### src/hdl/hed_pkg.sv
package hed_pkg;

	localparam int COUNT_BITS_DEF = 16;
	localparam int LIMIT_BITS = 16;
	localparam int OUT_SLOTS = 3;
	localparam int SLOT_IDX_BITS = 2;

	localparam logic [LIMIT_BITS-1:0] LIMIT_RESET = 16'hFFFF;

	localparam logic [7:0] CHAR_BSL = 8'h5C;
	localparam logic [7:0] CHAR_LX = 8'h78;
	localparam logic [7:0] CHAR_UX = 8'h58;

	localparam logic [1:0] KIND_BYTE = 2'd0;
	localparam logic [1:0] KIND_OK = 2'd1;
	localparam logic [1:0] KIND_ERR = 2'd2;

	typedef struct packed {
		logic [1:0] kind;
		logic [7:0] data_byte;
		logic [15:0] byte_count;
	} result_t;

	typedef struct packed {
		result_t [OUT_SLOTS-1:0] slot;
		logic [SLOT_IDX_BITS-1:0] num;
	} bundle_t;

	// bit 4 valid, bits 3:0 digit value
	function automatic logic [4:0] hex_decode(input logic [7:0] c);
		logic [4:0] r;
		r = '0;
		if (c >= 8'h30 && c <= 8'h39) begin
			r = {1'b1, 4'(c - 8'h30)};
		end else if (c >= 8'h61 && c <= 8'h66) begin
			r = {1'b1, 4'(c - 8'h57)};
		end else if (c >= 8'h41 && c <= 8'h46) begin
			r = {1'b1, 4'(c - 8'h37)};
		end
		return r;
	endfunction

endpackage

### src/hdl/hed_core.sv
module hed_core #(
	parameter int COUNT_BITS = hed_pkg::COUNT_BITS_DEF
) (
	input  logic                            clk,
	input  logic                            arst_n,
	input  logic                            step,
	input  logic [7:0]                      ch,
	input  logic                            last,
	input  logic [hed_pkg::LIMIT_BITS-1:0]  limit,
	output hed_pkg::bundle_t                bundle
);
	import hed_pkg::*;

	localparam int LW = (COUNT_BITS > LIMIT_BITS) ? COUNT_BITS : LIMIT_BITS;

	localparam logic [2:0] PH_IDLE = 3'd0;
	localparam logic [2:0] PH_BSL = 3'd1;
	localparam logic [2:0] PH_X = 3'd2;
	localparam logic [2:0] PH_DIGIT = 3'd3;
	localparam logic [2:0] PH_FULL = 3'd4;
	localparam logic [2:0] PH_ERR = 3'd5;

	logic [2:0] phase_q, phase_d;
	logic [3:0] nib_q, nib_d;
	logic [COUNT_BITS-1:0] cnt_q, cnt_d;
	logic [COUNT_BITS-1:0] eff;
	logic [LW-1:0] lim_w, cmax_w;
	logic [4:0] hx;

	assign lim_w = LW'(limit);
	assign cmax_w = LW'({COUNT_BITS{1'b1}});
	assign eff = (lim_w < cmax_w) ? lim_w[COUNT_BITS-1:0] : {COUNT_BITS{1'b1}};
	assign hx = hex_decode(ch);

	always_comb begin
		logic [2:0] ph;
		logic [3:0] nib;
		logic [COUNT_BITS-1:0] cnt;
		logic [SLOT_IDX_BITS-1:0] n;
		result_t [OUT_SLOTS-1:0] slot;
		logic [7:0] b;
		logic [LW-1:0] cnt_w;
		ph = phase_q;
		nib = nib_q;
		cnt = cnt_q;
		n = '0;
		slot = '0;
		b = '0;
		cnt_w = '0;
		case (phase_q)
			PH_IDLE: begin
				if (cnt >= eff) begin
					ph = PH_FULL;
				end else if (ch == CHAR_BSL) begin
					ph = PH_BSL;
				end else begin
					slot[n].kind = KIND_BYTE;
					slot[n].data_byte = ch;
					n = n + 1'b1;
					cnt = cnt + 1'b1;
					if (cnt >= eff) ph = PH_FULL;
				end
			end
			PH_BSL: begin
				ph = (ch == CHAR_LX || ch == CHAR_UX) ? PH_X : PH_ERR;
			end
			PH_X: begin
				if (hx[4]) begin
					nib = hx[3:0];
					ph = PH_DIGIT;
				end else begin
					ph = PH_ERR;
				end
			end
			PH_DIGIT: begin
				ph = PH_IDLE;
				b = hx[4] ? {nib, hx[3:0]} : {4'h0, nib};
				if (cnt >= eff) begin
					ph = PH_FULL;
				end else begin
					slot[n].kind = KIND_BYTE;
					slot[n].data_byte = b;
					n = n + 1'b1;
					cnt = cnt + 1'b1;
					if (cnt >= eff) ph = PH_FULL;
				end
				// non-hex char after one digit is taken again as fresh text
				if (!hx[4] && ph == PH_IDLE) begin
					if (cnt >= eff) begin
						ph = PH_FULL;
					end else if (ch == CHAR_BSL) begin
						ph = PH_BSL;
					end else begin
						slot[n].kind = KIND_BYTE;
						slot[n].data_byte = ch;
						n = n + 1'b1;
						cnt = cnt + 1'b1;
						if (cnt >= eff) ph = PH_FULL;
					end
				end
				nib = '0;
			end
			default: begin
			end
		endcase
		if (last) begin
			if (ph == PH_DIGIT) begin
				ph = PH_IDLE;
				if (cnt >= eff) begin
					ph = PH_FULL;
				end else begin
					slot[n].kind = KIND_BYTE;
					slot[n].data_byte = {4'h0, nib};
					n = n + 1'b1;
					cnt = cnt + 1'b1;
					if (cnt >= eff) ph = PH_FULL;
				end
			end
			if (ph == PH_BSL || ph == PH_X || ph == PH_ERR) begin
				slot[n].kind = KIND_ERR;
			end else begin
				cnt_w = LW'(cnt);
				slot[n].kind = KIND_OK;
				slot[n].byte_count = cnt_w[15:0];
			end
			n = n + 1'b1;
			ph = PH_IDLE;
			nib = '0;
			cnt = '0;
		end
		phase_d = ph;
		nib_d = nib;
		cnt_d = cnt;
		bundle.slot = slot;
		bundle.num = n;
	end

	always_ff @(posedge clk or negedge arst_n) begin
		if (!arst_n) begin
			phase_q <= PH_IDLE;
			nib_q <= '0;
			cnt_q <= '0;
		end else if (step) begin
			phase_q <= phase_d;
			nib_q <= nib_d;
			cnt_q <= cnt_d;
		end
	end

endmodule

### src/hdl/hed_out.sv
module hed_out (
	input  logic              clk,
	input  logic              arst_n,
	input  logic              load,
	input  hed_pkg::bundle_t  bundle,
	output logic              free,
	output logic              m_tvalid,
	input  logic              m_tready,
	output logic [23:0]       m_tdata,  // data_byte, byte_count
	output logic [1:0]        m_tuser,  // kind
	output logic              m_tlast   // run_end
);
	import hed_pkg::*;

	result_t [OUT_SLOTS-1:0] slot_q;
	logic [SLOT_IDX_BITS-1:0] num_q;
	logic pop;

	assign m_tvalid = (num_q != '0);
	assign pop = m_tvalid && m_tready;
	assign free = (num_q == '0) || (num_q == SLOT_IDX_BITS'(1) && m_tready);
	assign m_tdata = {slot_q[0].byte_count, slot_q[0].data_byte};
	assign m_tuser = slot_q[0].kind;
	assign m_tlast = (num_q == SLOT_IDX_BITS'(1));

	always_ff @(posedge clk or negedge arst_n) begin
		if (!arst_n) begin
			num_q <= '0;
		end else if (load) begin
			num_q <= bundle.num;
		end else if (pop) begin
			num_q <= num_q - 1'b1;
		end
	end

	always_ff @(posedge clk) begin
		if (load) begin
			slot_q <= bundle.slot;
		end else if (pop) begin
			for (int i = 0; i < OUT_SLOTS - 1; i++) begin
				slot_q[i] <= slot_q[i+1];
			end
		end
	end

endmodule

### src/hdl/hex_escape_decoder.sv
// channel  dir  handshake          payload
// s_*      in   s_tvalid/s_tready  tdata text_char, tlast final_char
// m_*      out  m_tvalid/m_tready  tdata data_byte+byte_count, tuser kind, tlast run_end
// cfg_*    in   cfg_we             cfg_wdata output_limit
//
// one input beat per cycle while the result register can take it: input register, one decode step, result register
// an input beat yields up to three result beats, unloaded one per cycle while m_tready is high
// the input register drains only once the result register is empty or empties
// arst_n clears the parse state, count and valids; limit resets to 65535
module hex_escape_decoder #(
	parameter int COUNT_BITS = hed_pkg::COUNT_BITS_DEF
) (
	input  logic                            clk,
	input  logic                            arst_n,
	input  logic                            s_tvalid,
	output logic                            s_tready,
	input  logic [7:0]                      s_tdata,   // text_char
	input  logic                            s_tlast,   // final_char
	output logic                            m_tvalid,
	input  logic                            m_tready,
	output logic [23:0]                     m_tdata,   // data_byte, byte_count
	output logic [1:0]                      m_tuser,   // kind
	output logic                            m_tlast,   // run_end
	input  logic                            cfg_we,
	input  logic [hed_pkg::LIMIT_BITS-1:0]  cfg_wdata
);
	import hed_pkg::*;

	logic [LIMIT_BITS-1:0] limit_q;
	logic valid_s1;
	logic [7:0] char_s1;
	logic last_s1;
	logic free;
	logic adv;
	bundle_t bundle;

	assign adv = valid_s1 && free;
	assign s_tready = !valid_s1 || free;

	always_ff @(posedge clk or negedge arst_n) begin
		if (!arst_n) begin
			limit_q <= LIMIT_RESET;
		end else if (cfg_we) begin
			limit_q <= cfg_wdata;
		end
	end

	always_ff @(posedge clk or negedge arst_n) begin
		if (!arst_n) begin
			valid_s1 <= 1'b0;
		end else if (s_tvalid && s_tready) begin
			valid_s1 <= 1'b1;
		end else if (adv) begin
			valid_s1 <= 1'b0;
		end
	end

	always_ff @(posedge clk) begin
		if (s_tvalid && s_tready) begin
			char_s1 <= s_tdata;
			last_s1 <= s_tlast;
		end
	end

	hed_core #(
		.COUNT_BITS(COUNT_BITS)
	) u_core (
		.clk    (clk),
		.arst_n (arst_n),
		.step   (adv),
		.ch     (char_s1),
		.last   (last_s1),
		.limit  (limit_q),
		.bundle (bundle)
	);

	hed_out u_out (
		.clk      (clk),
		.arst_n   (arst_n),
		.load     (adv),
		.bundle   (bundle),
		.free     (free),
		.m_tvalid (m_tvalid),
		.m_tready (m_tready),
		.m_tdata  (m_tdata),
		.m_tuser  (m_tuser),
		.m_tlast  (m_tlast)
	);

endmodule

### config.mk
export PLATFORM = sky130hd
export DESIGN_NAME = hex_escape_decoder
export DESIGN_NICKNAME = d
export VERILOG_FILES = /design/src/hdl/hed_pkg.sv /design/src/hdl/hed_core.sv /design/src/hdl/hed_out.sv /design/src/hdl/hex_escape_decoder.sv
export SDC_FILE = /design/constraint.sdc
export NUM_CORES = 1
export LEC_CHECK = 0
export ABC_CLOCK_PERIOD_IN_PS = 10680
export BUFFER_PORTS_ARGS = -buffer_cell sky130_fd_sc_hd__buf_2
export CAP_MARGIN = 20
export CORE_ASPECT_RATIO = 1.2
export CORE_MARGIN = 3
export CORE_UTILIZATION = 45
export DETAILED_ROUTE_END_ITERATION = 8
export PLACE_DENSITY = 0.59
export SYNTH_ARGS = -nofsm -noshare
export SYNTH_HDL_FRONTEND = slang
export SYNTH_SLANG_ARGS = --single-unit
### constraint.sdc
create_clock -name clk -period 10.68 [get_ports clk]
set_clock_uncertainty 0.1 [all_clocks]
set_input_delay 0.534 -clock clk [delete_from_list [all_inputs] [get_ports clk]]
set_output_delay 0.534 -clock clk [all_outputs]
set_load 0.005 [all_outputs]
After elaboration in Yosys (flattened, before gate mapping)
Index checks and enable logic that the tools add are counted.
{"block": "word_totals", "regBits": 129, "output_inout_bits": 29}
{"block": "op_classes", "addsub": 10, "order_cmp": 19, "eq_ne": 11, "n_mux": 90, "n_reduce_logical": 24}
{"operator": "two-way mux 78 bit", "count": 8}
{"operator": "bitwise mux 78 bit", "count": 7}
{"operator": "demux 26 bit (select 2 bit)", "count": 6}
{"operator": "two-way mux 16 bit", "count": 14}
{"operator": "two-way mux 52 bit", "count": 3}
{"operator": "greater-or-equal comparator 16 bit", "count": 6}
{"operator": "two-way mux 26 bit", "count": 3}
{"operator": "two-way mux 3 bit", "count": 17}
{"operator": "adder 16 x 1 -> 16 bit (second input constant)", "count": 3}
{"operator": "two-way mux 24 bit", "count": 2}
{"operator": "one-hot mux 16 bit (2 select lines)", "count": 1}
{"operator": "equality test 8 x 7 -> 1 bit (second input constant)", "count": 3}
{"operator": "two-way mux 8 bit", "count": 3}
{"operator": "two-way mux 2 bit", "count": 11}
{"operator": "two-way mux 10 bit", "count": 2}
{"operator": "one-hot mux 10 bit (2 select lines)", "count": 1}
{"operator": "greater-or-equal comparator 8 x 7 -> 1 bit (second input constant)", "count": 2}
{"operator": "<= comparator 8 x 7 -> 1 bit (second input constant)", "count": 2}
{"operator": "less-than comparator 16 bit (second input constant)", "count": 1}
{"operator": "two-way mux 5 bit", "count": 3}
{"operator": "equality test 3 x 2 -> 1 bit (second input constant)", "count": 4}
{"operator": "one-hot mux 3 bit (4 select lines)", "count": 1}
{"operator": "logical AND 1 bit", "count": 11}
{"operator": "less-than comparator 2 x 3 -> 1 bit (second input constant)", "count": 3}
{"operator": "19 further kinds", "count": 37}

Longest topological paths before layout
{"block": "logic_depth", "ltp_word": 25, "ltp_mapped": 41, "mapped_depth_nobuf": 36}

By module
From an unflattened synthesis, not the netlist that was laid out.
{"block": "unflattened", "cells_unflattened": 1097, "area_unflattened_um2": 10455.0}
{"module": "hed_core", "n_inst": 1, "cells_each": 869, "area_per_inst_um2": 6130.9, "seq_area_each_um2": 575.6}
{"module": "hed_out", "n_inst": 1, "cells_each": 180, "area_per_inst_um2": 3334.4, "seq_area_each_um2": 2392.3}
{"module": "hex_escape_decoder", "n_inst": 1, "cells_each": 48, "area_per_inst_um2": 989.7, "seq_area_each_um2": 715.7}

Least setup slack after synthesis
Ideal clock, no wire load.
{"block": "synth_timing", "path_kind": "reg-to-reg", "startpoint": "reg u_core.cnt_q[0]", "endpoint": "reg u_out.slot_q[26] (netlist name) (data pin)", "setup_ps": 256, "arrival_ps": 7372, "slack_ps": 2951, "path_stages_with_launch": 38, "synth_period_minus_slack_ps": 7729, "path_cell_list": "dfrtp_1 clkbuf_1 inv_1 ha_1 nand3b_1 a211oi_1 or4_1 buf_6 o21ai_4 buf_2 nor2_1 xnor2_1 inv_1 ha_1 o21a_1 o21ai_0 a21oi_1 nor3_1 [... 2 more ...] nand4_1 or4_1 a21oi_1 nand2b_1 clkbuf_1 ha_1 nand4_1 a211o_1 o221a_2 o211ai_1 nand2_1 buf_1 nor2_1 inv_1 ha_1 and4_1 clkbuf_1 a22o_1"}
{"block": "synth_via", "elab_chain_len": 21, "word_cells_on_any_way": 82, "classes_between": "add/sub (5); order compare (8); eq/ne (4); mux (60); reduce/logical (5)"}
{"item": "from (decl)", "line": "hed_core.sv:25", "text": "logic [COUNT_BITS-1:0] cnt_q, cnt_d;"}
{"item": "from (signal assigned)", "line": "hed_core.sv:146", "text": "cnt_q <= cnt_d;"}
{"item": "adder 16 x 1 -> 16 bit / greater-or-equal comparator 16 bit (equally long branches)"}
{"item": "greater-or-equal comparator 16 bit / two-way mux 16 bit (equally long branches)", "line": "hed_core.sv:61, hed_core.sv:85, hed_core.sv:78"}
{"item": "two-way mux 3 bit / two-way mux 16 bit (equally long branches)", "line": "hed_core.sv:85, hed_core.sv:50"}
{"item": "two-way mux 3 bit / adder 16 x 1 -> 16 bit (equally long branches)", "line": "hed_core.sv:78, hed_core.sv:97"}
{"item": "two-way mux 3 bit / greater-or-equal comparator 16 bit (equally long branches)", "line": "hed_core.sv:50, hed_core.sv:98"}
{"item": "logical NOT 3 bit / two-way mux 3 bit (equally long branches)", "line": "hed_core.sv:88, hed_core.sv:98"}
{"item": "logical AND 1 bit / two-way mux 3 bit (equally long branches)", "line": "hed_core.sv:88, hed_core.sv:91"}
{"item": "two-way mux 16 bit (tied with other cells)", "line": "hed_core.sv:88", "text": "if (!hx[4] && ph == PH_IDLE) begin"}
{"item": "[... 5 more ...]"}
{"item": "two-way mux 3 bit (tied with other cells)", "line": "hed_core.sv:107", "text": "if (ph == PH_DIGIT) begin"}
{"item": "two-way mux 3 bit / logical AND 1 bit (equally long branches)", "line": "hed_core.sv:106, hed_core.sv:124"}
{"item": "equality test 3 x 1 -> 1 bit (tied with other cells)", "line": "hed_core.sv:119", "text": "if (ph == PH_BSL || ph == PH_X || ph == PH_ERR) begin"}
{"item": "logical OR 1 bit / demux 26 bit (select 2 bit) (equally long branches)"}
{"item": "logical OR 1 bit / bitwise mux 78 bit (equally long branches)", "line": "hed_core.sv:119, hed_core.sv:124"}
{"item": "two-way mux 78 bit", "line": "hed_core.sv:119"}
{"item": "two-way mux 78 bit (*)", "line": "hed_core.sv:106", "text": "if (last) begin"}
{"item": "two-way mux 52 bit (*)", "line": "hed_out.sv:37", "text": "if (load) begin"}
{"item": "to (signal assigned)", "line": "hed_out.sv:38", "text": "slot_q <= bundle.slot;"}
{"item": "to (signal, indexed assignment)", "line": "hed_out.sv:41", "text": "slot_q[i] <= slot_q[i+1];"}
{"item": "to (decl)", "line": "hed_out.sv:15", "text": "result_t [OUT_SLOTS-1:0] slot_q;"}
Every way passes the cells marked *; elsewhere a longest branch is shown, timed or not. The select of a mux whose other input is x is not followed.
A chain may end at the register's enable or synchronous reset.

Worst setup path after layout
{"block": "layout_timing", "startpoint": "reg u_core.cnt_q[0]", "endpoint": "reg u_out.slot_q, in the netlist u_out.m_tdata[23] (data pin)"}
The elaborated chain is that of the path after synthesis.

==> reports/results.txt <==
The run finished with clean final reports. After clock tree synthesis, the setup repair step added 0 buffers. Synthesis produced 1051 cells. Synthesis produced a netlist with a net count of 1171. The library cell occupying the most area in the post-synthesis netlist is edfxtp_1. The shortest clock period the worst path allows after layout works out to 9.31 ns. For this run, the detailed router's first-pass iteration total came to 5.

The power per cell area was 207 nW/µm²; the share of the clock period used by the worst path after layout was 0.872. The slew at the pin with the worst max-slew slack works out to 1.11 ns. For the total number of nets in the final design, the log shows 1175. The final-report max-slew violation count is 0. The mean post-synth cell area is 9.40 µm², and the count of inserted antenna diode cells is 0.

Along the worst path, the maximum fanout reaches 25. The number of enable-type register cells in the synthesized netlist is 83. The worst setup path is captured at a flip-flop. Share of synthesized flip-flops with an asynchronous set or reset: 0.336. Clock-pin slew was measured on the worst setup and hold paths at 0.06 ns. Setup repair after global routing left no endpoint under its margin. At the worst endpoint, the arrival time is 9.46 ns. The net switching share of the total power is 0.369.

Compared with the post-synthesis result, the final layout area differs by 8.46%. Classification of the worst-slack hold path: in2async. After detailed routing, the number of remaining DRC violations is 0. The floorplan has 58 rows. The synthesized flop and latch total is 125, and the final number of hold-violating endpoints is 0. The final setup violation count is 0. The run gives 9880 µm² as the mapped cell area. The stage delay of the slowest cell on the critical path is 0.71 ns, and the count of placed standard cells in the final layout, fillers left out is 1338.

Utilization after layout: 0.504. The sequential share of the synthesized area is 0.361. The final route contains 7914 vias. The floorplan step set the die height to 168 µm.

The die area came out at 23800 µm². The first global-routing pass estimated 41900 µm of wire. Counting distinct cell types in the post-synthesis netlist gives 98. The congestion estimate from routability-driven global placement came to 1.00. Combinational share of power: 0.358.

Worst slack at placement: 1.53 ns. The via count of the first global-routing pass is 7522. Slowest cell on the critical path: nand4_1.

In this run the static leakage power is 4.52 nW. Across all hold checks on the routed design, the worst slack comes to 0.121 ns. For the tightest slew margin relative to the limit, the log shows 0.258.

The tools report the startpoint kind of the worst setup timing path as a flip-flop. Hold repair after CTS inserted 0 buffers. The cell that appears most often on the critical path is ha_1. Static timing analysis puts the maximum clock frequency at 0.107 GHz. Summed over all nets, the switching power comes to 0.821 mW. The commonest register cell after synthesis was edfxtp_1. Combined global-route utilization of all metal layers: 0.225. The maximum clock path buffer count was 2; the placeable core region was 21300 µm².

VDD sags by at most 318 µV. After detailed routing, the average wire length per cell comes to 19.9 µm. For this block, the routed nets add up to 26600 µm of wire.

TritonCTS built the clock tree. The tree built by TritonCTS fans out to 125 sinks. The total congestion overflow was 0. Yosys attributes the largest share of cell area to edfxtp_1, ha_1, dfrtp_1, nand2_1, dfstp_2.

Measured along the x axis, the die boundary spans 141 µm. Gates resized during post-CTS repair numbered 0. After detailed routing, the number of vias per cell comes to 5.91. The total CTS buffers was 17; the share of cells above drive strength 1 was 0.145.

The number of warnings reported in the yosys synthesis log is 0, and the required time of the critical path is 10.83 ns. The run gives 0.464 as the initial core utilization. In this run, placement finished with an instance count of 1306. The initial antenna violation count was 0; the total power of the final layout was 2.22 mW. For the level count of the clock H-tree, the log shows 4.

For the number of max-cap violations, the log shows 0. In the final timing run, aggregate negative setup slack is 0 ns. The cell internal power dissipation was 1.40 mW; the number of port buffers was 58. Proportion of netlist area held by the largest area contributor: 0.252.

The relative contribution of the clock network to total power was 0.272; the half-perimeter wire length after detailed placement was 19600 µm. By instance count, the leading cell after synthesis is nand2_1. After routing the design area is 10700 µm².

The final worst slack came out at 1.37 ns. The commonest cells after synthesis are nand2_1, ha_1, edfxtp_1, o21ai_0, inv_1. The path type of the worst setup path was reg2reg. In this run the cell area measured after placement is 10100 µm².

Entering global routing, the biggest net connects 74 pins. In this run the count of I/O pins placed on the die edge is 59. The logs give 0 for the number of nets with antenna violations after routing and 767 for the number of DRC violations after detailed-routing iteration 0. For the register share of total power, the log shows 0.369.

The cell sitting at the root of the clock tree is a clkbuf_16. Clock latency at the later pin of the worst-skew pair: 0.43 ns.
-- final timing paths --
check | startpoint | endpoint | slack [ns] | cells after the start
max | u_core.cnt_q[0] | u_out.m_tdata[23] | 1.37 | 29
min | arst_n | u_core.cnt_q[0] | 0.12 | 2
max reg2reg | u_core.cnt_q[0] | u_out.m_tdata[23] | 1.37 | 29
min reg2reg | u_out.slot_q[67] | u_out.slot_q[41] | 0.41 | 2
max in group asynchronous | arst_n | u_core.cnt_q[9] | 9.93 | 2
min in group clk | s_tdata[5] | char_s1[5] | 0.19 | 1
-- area by class of cell --
type | instances | area (µm²)
tap | 270 | 338
sequential | 125 | 3560
inverter | 63 | 236
timing repair buffer | 64 | 335
fill | 2007 | 10600
clock inverter | 13 | 166
multi-input combinational | 784 | 5640
clock buffer | 19 | 433
-- sequential cells by signal (all words and copies together), names as in the netlist, 3 cells and up --
name            cells
char_s1             8
limit_q            16
u_core.cnt_q       16
u_core.nib_q        4
u_core.phase_q      3
u_out.m_tdata      24
u_out.slot_q       48
-- placed cells by master, fill, tap and decap left out, types with 20 or more instances in the layout --
cell type / instances
nand2_1: 119
ha_1: 90
edfxtp_1: 83
o21ai_0: 76
inv_1: 59
nor2_1: 58
buf_2: 58
a21oi_1: 40
xnor2_1: 39
and2_1: 27
dfrtp_1: 26
nand3_1: 23
a22o_1: 23
nand4_1: 20
-- cell families after synthesis --
kind of cell | count (synthesis) | share of synthesized area
XOR/XNOR | 59 | 0.0560
multiplexers | 16 | 0.0171
adder cells (fa/ha/maj) | 93 | 0.117
AND/OR/NAND/NOR | 347 | 0.181
buffers and inverters | 142 | 0.0684
flip-flops | 125 | 0.361
AO/OA/AOI/OAI | 269 | 0.200
-- critical path, delay by kind of cell, from the launching register on --
family	cells	cell delay (ns)
DFF	1	0.52
adders and majority gates	4	1.24
buffers and inverters	3	0.68
and+or+nand+nor	10	3.42
xor gates and xnor gates	2	0.59
AOI/OAI and AO/OA	10	2.55
-- layer usage --
metal / routed length [µm] / track usage
met2: 12200 / 0.357
met1: 12000 / 0.307
met3: 1560 / 0.0395
met4: 842 / 0.0834
met5: 0 / 0
-- power groups by stage --
stage,sequential (mW),combinational [mW],clock [mW]
4_1_cts,0.820,0.800,0.616
3_3_place_gp,0.824,0.789,0
6_report,0.820,0.797,0.605
3_5_place_dp,0.829,0.796,0
5_1_grt,0.835,0.887,0.640
2_1_floorplan,0.794,0.625,0
(Power assumes the default switching activity.)
